$ cat config.mk
export PLATFORM = sky130hd
export DESIGN_NAME = ngas_fifo
export DESIGN_NICKNAME = d
export VERILOG_FILES = /design/src/rtl/ngas_pkg.sv /design/src/rtl/ngas_fifo.sv
export SDC_FILE = /design/constraint.sdc
export NUM_CORES = 1
export LEC_CHECK = 0
export BUFFER_PORTS_ARGS = -buffer_cell sky130_fd_sc_hd__buf_4
export CAP_MARGIN = 25
export CORE_MARGIN = 2
export CORE_UTILIZATION = 35
export DETAILED_ROUTE_END_ITERATION = 7
export GPL_TIMING_DRIVEN = 0
export SLEW_MARGIN = 15
export SYNTH_ARGS = -nofsm -noshare
export SYNTH_HDL_FRONTEND = slang
export SYNTH_SLANG_ARGS = --single-unit
$ cat constraint.sdc
create_clock -name i_clk -period 8.25 [get_ports i_clk]
set_clock_uncertainty 0.1 [all_clocks]
set_input_delay 0 -clock i_clk [delete_from_list [all_inputs] [get_ports i_clk]]
set_output_delay 0 -clock i_clk [all_outputs]
set_load 0.1 [all_outputs]
$ cat src/rtl/ngas_pkg.sv
// ---------------------------------------------------------------------------
// ngas_pkg
// Shared constants, types and helpers for the n-gram anomaly scorer.
// ---------------------------------------------------------------------------
package ngas_pkg;

    localparam int BUCKETS  = 1024;
    localparam int WAYS     = 4;
    localparam int MAX_GRAM = 7;
    localparam int SLOTS    = BUCKETS * WAYS;
    localparam int BKT_W    = $clog2(BUCKETS);
    localparam int WAY_W    = (WAYS > 1) ? $clog2(WAYS) : 1;
    localparam int SLOT_W   = $clog2(SLOTS);
    localparam int KEY_W    = 8 * MAX_GRAM;
    localparam int FILL_W   = $clog2(MAX_GRAM + 1);

    localparam logic [2:0]  DEFAULT_GRAM = 3'd3;
    localparam logic [19:0] TEXT_MAX     = 20'hFFFFF;
    localparam logic [31:0] CNT_MAX      = 32'hFFFF_FFFF;
    localparam logic [29:0] LN2_Q30      = 30'd744261118;

    localparam logic [1:0] REG_GRAM_LEN   = 2'd0;
    localparam logic [1:0] REG_SMOOTHING  = 2'd1;
    localparam logic [1:0] REG_SCORE_MODE = 2'd2;

    // work item passed from front to back
    typedef struct packed {
        logic             has_gram;
        logic             last;
        logic [KEY_W-1:0] key;
        logic [BKT_W-1:0] bucket;
        logic             score;
        logic [15:0]      k;
    } t_job;

    typedef enum logic [3:0] {
        S_CLEAR, S_IDLE, S_RD, S_LOOK, S_WR, S_LOGN, S_LOGD,
        S_MUL, S_ACC, S_DIV, S_OUT
    } t_state;

endpackage

$ cat src/rtl/ngas_fifo.sv
// ---------------------------------------------------------------------------
// ngas_fifo
// Two-entry job queue between front and back.
// ---------------------------------------------------------------------------
module ngas_fifo (
    input  logic           i_clk,
    input  logic           i_rst_n,
    input  logic           i_push,
    input  ngas_pkg::t_job i_job,
    output logic           o_full,
    input  logic           i_pop,
    output logic           o_empty,
    output ngas_pkg::t_job o_job
);
    ngas_pkg::t_job r_mem [2];
    logic           r_wp, r_rp;
    logic [1:0]     r_cnt;

    assign o_full  = (r_cnt == 2'd2);
    assign o_empty = (r_cnt == 2'd0);
    assign o_job   = r_mem[r_rp];

    always_ff @(posedge i_clk) begin
        if (i_push) r_mem[r_wp] <= i_job;
    end

    always_ff @(posedge i_clk) begin
        if (!i_rst_n) begin
            r_wp <= 1'b0; r_rp <= 1'b0; r_cnt <= 2'd0;
        end else begin
            if (i_push) r_wp <= ~r_wp;
            if (i_pop)  r_rp <= ~r_rp;
            r_cnt <= r_cnt + {1'b0, i_push} - {1'b0, i_pop};
        end
    end
endmodule

==> impl_metrics.ini <==
[floorplan]
top_level_ports = 176
core_sq_um = 17900
die_h_um = 139
dieWidth_um = 139
initial_core_util = 0.356
die-area_sq_um = 19300
rows = 49

[synth]
synth_cells = 285
synth_area_leaders = edfxtp_1 (80%), mux2_1 (8.8%), mux2_2 (6.2%)
synth-seq-cells = 175
ys_seq_area_frac = 0.818
synth.distinct_cells = 15
synth_top_area_cell = edfxtp_1
synth_top_area_frac = 0.802
syn_area_per_cell_sq_um = 22.3
syn-cell-area_sq_um = 6370
synth-warning-count = 0
syn_nets = 376

[placement]
gp_congestion = 0.715
place_hpwl_um = 8190
dpl.cell_count = 693
numPortBuffers = 175

[global_route]
grt_overflow = 0
antenna_found_initial = 0
grt_pass1_wl_um = 19700
grt_max_degree = 46
grt_pass1_vias = 3876
grt_use_total = 0.132

[clocking]
htreeDepth = 4
ctsResizeCount = 0
cts_buffers = 17
clkSlewWorstSetupHoldPaths_ps = 70
cts-root-buf = clkbuf_16
clock_path_buffers = 2
post-cts-setup-buffers = 0
numClockSinks = 175
cts_tree = yes
hold_buffers = 89
clk_latency_ps = 410

[finish]
diodes = 0
finish.utilization = 0.530
final_cell_count_no_fill = 814
drive_gt1_frac = 0.427
fin_nets = 663
area_growth_pct = 49.0

[sta]
max_slew_margin = 0.588
rsz0062_at_grt = no
setup_viol = 0
fin_crit_sh = 0.243
finalMaxSlewViolations = 0
fmax_mhz = 499
fin_setup_tns_ps = 0
fin_crit_ps = 2000
hold_viol = 0
worst_pin_slew_ps = 619

[pwr]
powerDensity_nw_per_um2 = 248
p_leak_nw = 3.60
ir_worst_vdd_mv = 0.133

[worst_hold_path]
hold_class = in2reg
hold_depth = 2

[setup_path]
cp-start-kind = flip-flop
required_ps = 8150
crit_buf_inv = 3
critPathSlowestCell = dfxtp_1
worst-path-max-fanout = 10
crit_cells = 4
r2r_cells = 2
slowest_delay_ps = 410
crit_path_end_kind = output port
path_cells = buf_4 -> buf_6 -> mux2_1 -> buf_4
critPathArrivalTime_ps = 1900
critical_path.top_delay_family = buffers and inverters
cpMostUsedCell = buf_4
worst-setup-path-type = reg2out

[route]
via_per_inst = 4.35
drt-total-wl_um = 12400
ant_nets = 0
num_vias = 3538
wire_per_inst_um = 15.2
drt_first_pass_iters = 5
drtIter0Drc = 78
drc = 0

[run_status]
outcome = finished clean

[run]
cap_violations = 0
## placed cells by master, fill, tap and decap left out, types with 2 or more instances in the layout
cell type,n
ha_1,2
buf_2,3
edfxtp_1,170
inv_1,2
dlygate4sd3_1,89
clkbuf_16,17
buf_4,176
clkinv_4,2
mux2_1,50
nor2b_1,3
buf_6,5
clkinv_1,5
buf_12,3
clkinv_2,3
mux2_2,35
and2_1,3
dfxtp_1,5
clkbuf_1,2
## layer usage
metal,wire (um),part of all wire,vias up,GRT usage
li1,-,-,1697,-
met1,5080,0.41,1721,0.151
met2,6470,0.52,106,0.233
met3,647,0.052,14,0.0390
met4,197,0.016,0,0.0494
met5,0,0,-,0
## cell type report
cell class	instances	area, sq um
fill	1476	8420
sequential	175	5200
timing repair buffer	268	2290
multi-input combinational	99	1080
clock buffer	19	433
tap	229	287
clock inverter	13	97.6
buffer	9	78.8
inverter	2	7.51
## through the flow
step / worst slack, ps / area [sq um] / power [mW] / hold WS [ps]
after floorplan: 3520 / 6370 / 1.49 / -1.13
after global placement: 1390 / 7970 / 1.61 / 84.6
after detailed placement: 6500 / 8060 / 1.62 / 87.9
after CTS: 6200 / 9490 / 2.38 / 183
after global routing: 6140 / 9490 / 2.44 / 192
final: 6250 / 9490 / 2.35 / 208
## worst register-to-register path, delay by kind of cell, from the launching register on
family                 cells  cell delay (ps)
AND/OR/NAND/NOR            1              570
flip-flops                 1              390
buffers and inverters      1              330
## sequential cells by signal, summed over array words and instances, names as in the netlist, named ones only
name and count:
r_mem 170, r_cnt 2, r_rp 1, r_wp 1
## power by group
| part | switching [mW] | internal [mW] |
|---|---|---|
| clock | 0.310 | 0.410 |
| combinational | 0.429 | 0.165 |
| sequential | 0.0117 | 1.03 |
| total | 0.750 | 1.60 |
## cells by family after synthesis
logic type      count (synthesis)  share of synthesized area
compound gates                  1                    0.00118
simple gates                    9                    0.00845
buf+inv                        11                     0.0136
fa+ha+maj                       2                    0.00393
xor+xnor                        2                    0.00491
mux                            85                      0.150
flops                         175                      0.818
## worst paths after layout
check	start	endpoint	slack, ps
worst min-delay path	i_job[25]	r_mem[1][25]	210
worst min register to register	r_rp	r_rp	480
worst max-delay path	flip-flop	o_job[54]	6250
worst max register to register	r_wp	r_mem[1][2]	6520
## synth_stat cells
master	number
nor2_1	1
inv_1	2
ha_1	2
buf_2	3
nor2b_1	4
o21a_1	1
xor2_1	1
edfxtp_1	170
dfxtp_1	5
xnor3_1	1
mux2_2	35
buf_6	5
buf_4	1
mux2_1	50
and2_1	4
Note: power is estimated with default switching activity, not from simulation.
