`config.mk`:
```
export PLATFORM = sky130hd
export DESIGN_NAME = ngas_front
export DESIGN_NICKNAME = d
export VERILOG_FILES = /design/src/rtl/ngas_pkg.sv /design/src/rtl/ngas_front.sv
export SDC_FILE = /design/constraint.sdc
export NUM_CORES = 1
export LEC_CHECK = 0
export BUFFER_PORTS_ARGS = -buffer_cell sky130_fd_sc_hd__buf_2
export CELL_PAD_IN_SITES_DETAIL_PLACEMENT = 1
export CELL_PAD_IN_SITES_GLOBAL_PLACEMENT = 1
export CORE_MARGIN = 4
export CORE_UTILIZATION = 35
export CTS_CLUSTER_SIZE = 12
export DETAILED_ROUTE_END_ITERATION = 7
export PLACE_DENSITY_LB_ADDON = 0.1
export SKIP_CTS_REPAIR_TIMING = 1
export SYNTH_ARGS = -nofsm -noshare
export SYNTH_HDL_FRONTEND = slang
export SYNTH_SLANG_ARGS = --single-unit
```
`constraint.sdc`:
```
create_clock -name i_clk -period 18.57 [get_ports i_clk]
set_input_delay 3.714 -clock i_clk [delete_from_list [all_inputs] [get_ports i_clk]]
set_output_delay 3.714 -clock i_clk [all_outputs]
set_load 0.03 [all_outputs]
```
`src/rtl/ngas_pkg.sv`:
```
// ---------------------------------------------------------------------------
// ngas_pkg
// Shared constants, types and helpers for the n-gram anomaly scorer.
// ---------------------------------------------------------------------------
package ngas_pkg;

    localparam int BUCKETS  = 1024;
    localparam int WAYS     = 4;
    localparam int MAX_GRAM = 7;
    localparam int SLOTS    = BUCKETS * WAYS;
    localparam int BKT_W    = $clog2(BUCKETS);
    localparam int WAY_W    = (WAYS > 1) ? $clog2(WAYS) : 1;
    localparam int SLOT_W   = $clog2(SLOTS);
    localparam int KEY_W    = 8 * MAX_GRAM;
    localparam int FILL_W   = $clog2(MAX_GRAM + 1);

    localparam logic [2:0]  DEFAULT_GRAM = 3'd3;
    localparam logic [19:0] TEXT_MAX     = 20'hFFFFF;
    localparam logic [31:0] CNT_MAX      = 32'hFFFF_FFFF;
    localparam logic [29:0] LN2_Q30      = 30'd744261118;

    localparam logic [1:0] REG_GRAM_LEN   = 2'd0;
    localparam logic [1:0] REG_SMOOTHING  = 2'd1;
    localparam logic [1:0] REG_SCORE_MODE = 2'd2;

    // work item passed from front to back
    typedef struct packed {
        logic             has_gram;
        logic             last;
        logic [KEY_W-1:0] key;
        logic [BKT_W-1:0] bucket;
        logic             score;
        logic [15:0]      k;
    } t_job;

    typedef enum logic [3:0] {
        S_CLEAR, S_IDLE, S_RD, S_LOOK, S_WR, S_LOGN, S_LOGD,
        S_MUL, S_ACC, S_DIV, S_OUT
    } t_state;

endpackage

```
`src/rtl/ngas_front.sv`:
```
// ---------------------------------------------------------------------------
// ngas_front
// Window builder and hasher; pushes one job per accepted byte.
// ---------------------------------------------------------------------------
module ngas_front (
    input  logic              i_clk,
    input  logic              i_rst_n,
    input  logic              i_valid,
    output logic              o_ready,
    input  logic [7:0]        i_byte,
    input  logic              i_last,
    input  logic              i_enable,
    input  logic [2:0]        i_gram_len,
    input  logic [15:0]       i_smoothing,
    input  logic              i_score_mode,
    output logic              o_push,
    output ngas_pkg::t_job    o_job,
    input  logic              i_full
);
    logic [ngas_pkg::KEY_W-1:0]  r_window, w_win, w_key;
    logic [ngas_pkg::FILL_W-1:0] r_fill, w_fill;
    logic [2:0]                  w_n;
    logic [ngas_pkg::BKT_W-1:0]  w_h;
    logic [ngas_pkg::KEY_W-1:0]  w_mask;

    assign o_ready = i_enable && !i_full;
    assign o_push  = i_valid && o_ready;

    // hash kept to the bucket bits only: the power-of-two bucket count
    // makes the low bits independent of the upper ones
    always_comb begin
        w_n = (i_gram_len == 3'd0) ? ngas_pkg::DEFAULT_GRAM : i_gram_len;
        if (32'(w_n) > ngas_pkg::MAX_GRAM) w_n = 3'(ngas_pkg::MAX_GRAM);
        w_win = {r_window[ngas_pkg::KEY_W-9:0], i_byte};
        w_fill = (32'(r_fill) < ngas_pkg::MAX_GRAM) ? r_fill + 1'b1 : r_fill;
        w_mask = '0;
        for (int j = 0; j < ngas_pkg::MAX_GRAM; j++)
            if (j < 32'(w_n)) w_mask[8*j +: 8] = 8'hFF;
        w_key = w_win & w_mask;
        w_h = ngas_pkg::BKT_W'(32'd5381);
        for (int j = ngas_pkg::MAX_GRAM - 1; j >= 0; j--)
            if (j < 32'(w_n))
                w_h = ngas_pkg::BKT_W'(w_h * ngas_pkg::BKT_W'(33)
                                       + ngas_pkg::BKT_W'(w_win[8*j +: 8]));
    end

    always_comb begin
        o_job.has_gram = (32'(w_fill) >= 32'(w_n));
        o_job.last     = i_last;
        o_job.key      = w_key;
        o_job.bucket   = w_h;
        o_job.score    = i_score_mode;
        o_job.k        = (i_smoothing == 16'd0) ? 16'd1 : i_smoothing;
    end

    always_ff @(posedge i_clk) begin
        if (!i_rst_n) begin
            r_window <= '0;
            r_fill   <= '0;
        end else if (o_push) begin
            if (i_last) begin
                r_window <= '0;
                r_fill   <= '0;
            end else begin
                r_window <= w_win;
                r_fill   <= w_fill;
            end
        end
    end
endmodule

```
==> flow_summary_export.csv <==
group,metric,value,unit
place,dp_slack,-0.147,ns
yosys,synthCells,768,
setup_path,rrSetupSlack,17.28,ns
setup_path,cp_num_buf_inv,3,
clock_tree,clkTransAtPathRegs,0.07,ns
yosys,syn-num-nets,957,
timing,setup_tns,0,ns
hold_path,hold_class,"reg2reg",
pwr,seq_power_share,30.1,%
place,gp_congestion,0.869,
floorplanning,initial_utilization,35.6,%
final_layout,stdcell_count,1075,
setup_path,slowest_delay,0.55,ns
setup_path,cp.arrival,14.40,ns
timing,fmax,0.0552,GHz
flow_run,timing.max_cap.violations,0,
floorplanning,num_rows,49,
yosys,postSynthAreaPerCell,8.32,µm²
pwr,p_comb_share,43.1,%
floorplanning,die_y,143,µm
global_routing,grt_max_degree,103,
setup_path,cpLargestDelayFamily,"adder cells",
pwr,pwr-share-clk,26.8,%
setup_path,startpoint,"i_gram_len[1]",
pwr,powerDensity,49.6,nW/µm²
yosys,seq_area_frac_synth,16.0,%
final_layout,area_delta_synth_final,15.6,%
place,port_buffers,118,
timing,worst_pin_slew,1.08,ns
final_layout,multi_input_area,5150,µm²
clock_tree,cts_buffers,5,
timing,hold_violations,0,
place,dp_hpwl,15.3,mm
floorplanning,die_x,143,µm
final_layout,layout_common_cells,"ha_1, buf_2, nor2b_1",
global_routing,grt_use_total,18.2,%
clock_tree,worstSkewPairLatency,0.31,ns
drt,detail-route-antenna-nets,0,
floorplanning,pin_count,121,
setup_path,required,14.86,ns
pwr,p_leak,3.56,nW
timing,setup_violations,0,
timing,period_needed,18.12,ns
final_layout,regArea,1020,µm²
setup_path,start_kind,"primary input",
drt,drt_iter0_markers,159,
global_routing,antenna_found_initial,1,
pwr,vdd.ir_drop.worst,0.0333,mV
global_routing,grt_pass1_vias,5808,
run_status,status,"complete, no violations",
setup_path,cp-end-kind,"output port",
clock_tree,clock_path_buffers,2,
drt,drtPass1Iterations,4,
yosys,synth_edf_count,0,
clock_tree,clock_sinks,51,
final_layout,post-route-util,41.1,%
drt,drt-wirelength-per-cell,17.7,µm
final_layout,fin_nets,1034,
drt,via_per_inst,5.19,
floorplanning,die_area,20500,µm²
clock_tree,clockRootBuffer,"clkbuf_16",
pwr,power.switching,144,µW
pwr,internal-power,223,µW
floorplanning,core,18000,µm²
setup_path,crit_type,"in2out",
clock_tree,cts_tree,"built",
drt,via_count,5577,
drt,drt-total-wl,19.1,mm
yosys,synth_ff_type,"dfxtp_1",
timing,period_share,97.6,%
setup_path,worst_path_most_repeated_cell,"ha_1",
clock_tree,cts_max_level,2,
setup_path,critPathSlowestCell,"fa_1",
final_layout,layout_commonest_cell,"ha_1",
timing,timing.final.ws_setup,0.453,ns
yosys,ys_ff_latch,51,
drt,remaining_drc_errors,0,
global_routing,grt_overflow,0,
final_layout,fill_cells,2201,
place,dp.cells,1063,
final_layout,diodes,0,
global_routing,grt_pass1_wl,29.8,mm
pwr,p_sw_share,39.3,%
setup_path,reg2reg_from,"r_fill[0]",
timing,skew,0.00478,ns
setup_path,r2r_end,"r_fill[2]",
yosys,yosysWarnings,0,
yosys,netlist_area,6390,µm²
final_layout,drive_above_1_share,19.0,%
yosys,synthDistinctLibCells,53,
timing,relSlewSlack,27.9,%
timing,maxSlewViolCount,0,
setup_path,r2r_cells,5,
setup_path,cp_max_fo,8,
yosys,async_reset_ff_share,0,%
hold_path,hold_depth,2,
hold_path,holdCritStartpoint,"r_window[39]",
hold_path,hold_end,"r_window[39]",
-- worst reg2reg max path, cell delays in order (launching register included) --
cell,delay [ns]
dfxtp_1,0.41
ha_1,0.20
a21boi_0,0.21
a21oi_1,0.14
a22oi_1,0.16
nor2b_1,0.07
-- area by class of cell --
cell class	instances	area share (%)
Clock buffer	5	1.69
Clock inverter	3	0.271
Inverter	30	1.52
Multi-Input combinational cell	628	69.6
Sequential cell	51	13.8
Tap cell	229	3.88
Timing Repair Buffer	129	9.18
-- stage by stage --
step                      power (mW)  hold slack, ns  instance area, µm²
after floorplan                0.224           0.479                6390
after global placement         0.257           0.514                7090
after detailed placement       0.262           0.533                7090
after CTS                      0.363           0.543                7230
after global routing           0.390           0.579                7390
final                          0.367           0.553                7390
-- Yosys cell counts (8+ instances only) --
cell	count	share of area, %
o21ai_1	8	0.63
xor2_1	17	2.3
nor3b_1	48	5.6
o21bai_1	9	1.1
fa_1	12	3.8
and3_1	9	0.88
nand2b_1	11	1.1
a21oi_1	72	5.6
nor2_1	46	2.7
nor2b_1	81	7.9
ha_1	143	28
a21o_1	14	1.6
nor3_1	18	1.4
and2_1	24	2.3
clkbuf_1	56	3.3
nand2_1	19	1.1
xnor2_1	42	5.8
inv_1	29	1.7
dfxtp_1	51	16
-- flip-flops by register name, summed over array words and instances, names as in the netlist --
register  cells
r_window     48
r_fill        3
-- logic make-up (layout without fill, tap and decap cells) --
logic type,after synthesis,count (layout),share of synthesized area [%]
and+or+nand+nor,281,281,25.8
buffers and inverters,89,167,5.46
adders and majority gates,155,155,31.7
xor gates and xnor gates,61,61,8.79
DFF,51,51,16.0
AOI/OAI and AO/OA,131,131,12.3
-- power by group through the flow --
stage / Sequential (mW) / Combinational [mW] / Clock, mW
finish: 0.110 / 0.158 / 0.0984
global route: 0.110 / 0.173 / 0.107
CTS: 0.110 / 0.151 / 0.102
detailed placement: 0.113 / 0.149 / 0
global placement: 0.113 / 0.144 / 0
floorplan: 0.113 / 0.111 / 0
-- how the worst max path moves through the flow --
stage	end	depth (start not counted)
floorplan	o_job[26]	45
global placement	o_job[26]	46
detailed placement	o_job[26]	46
CTS	o_job[26]	46
global route	o_job[26]	46
finish	o_job[26]	46
-- layer usage --
layer  global-route usage [%]  wire (µm)  up-vias
met4                     1.80         97        2
met3                     3.15        780       10
met1                     23.9       9080     2679
li1                         -          -     2792
met2                     32.2       9110       94
met5                        0         13        -
Power figures use the tool's default switching activity.
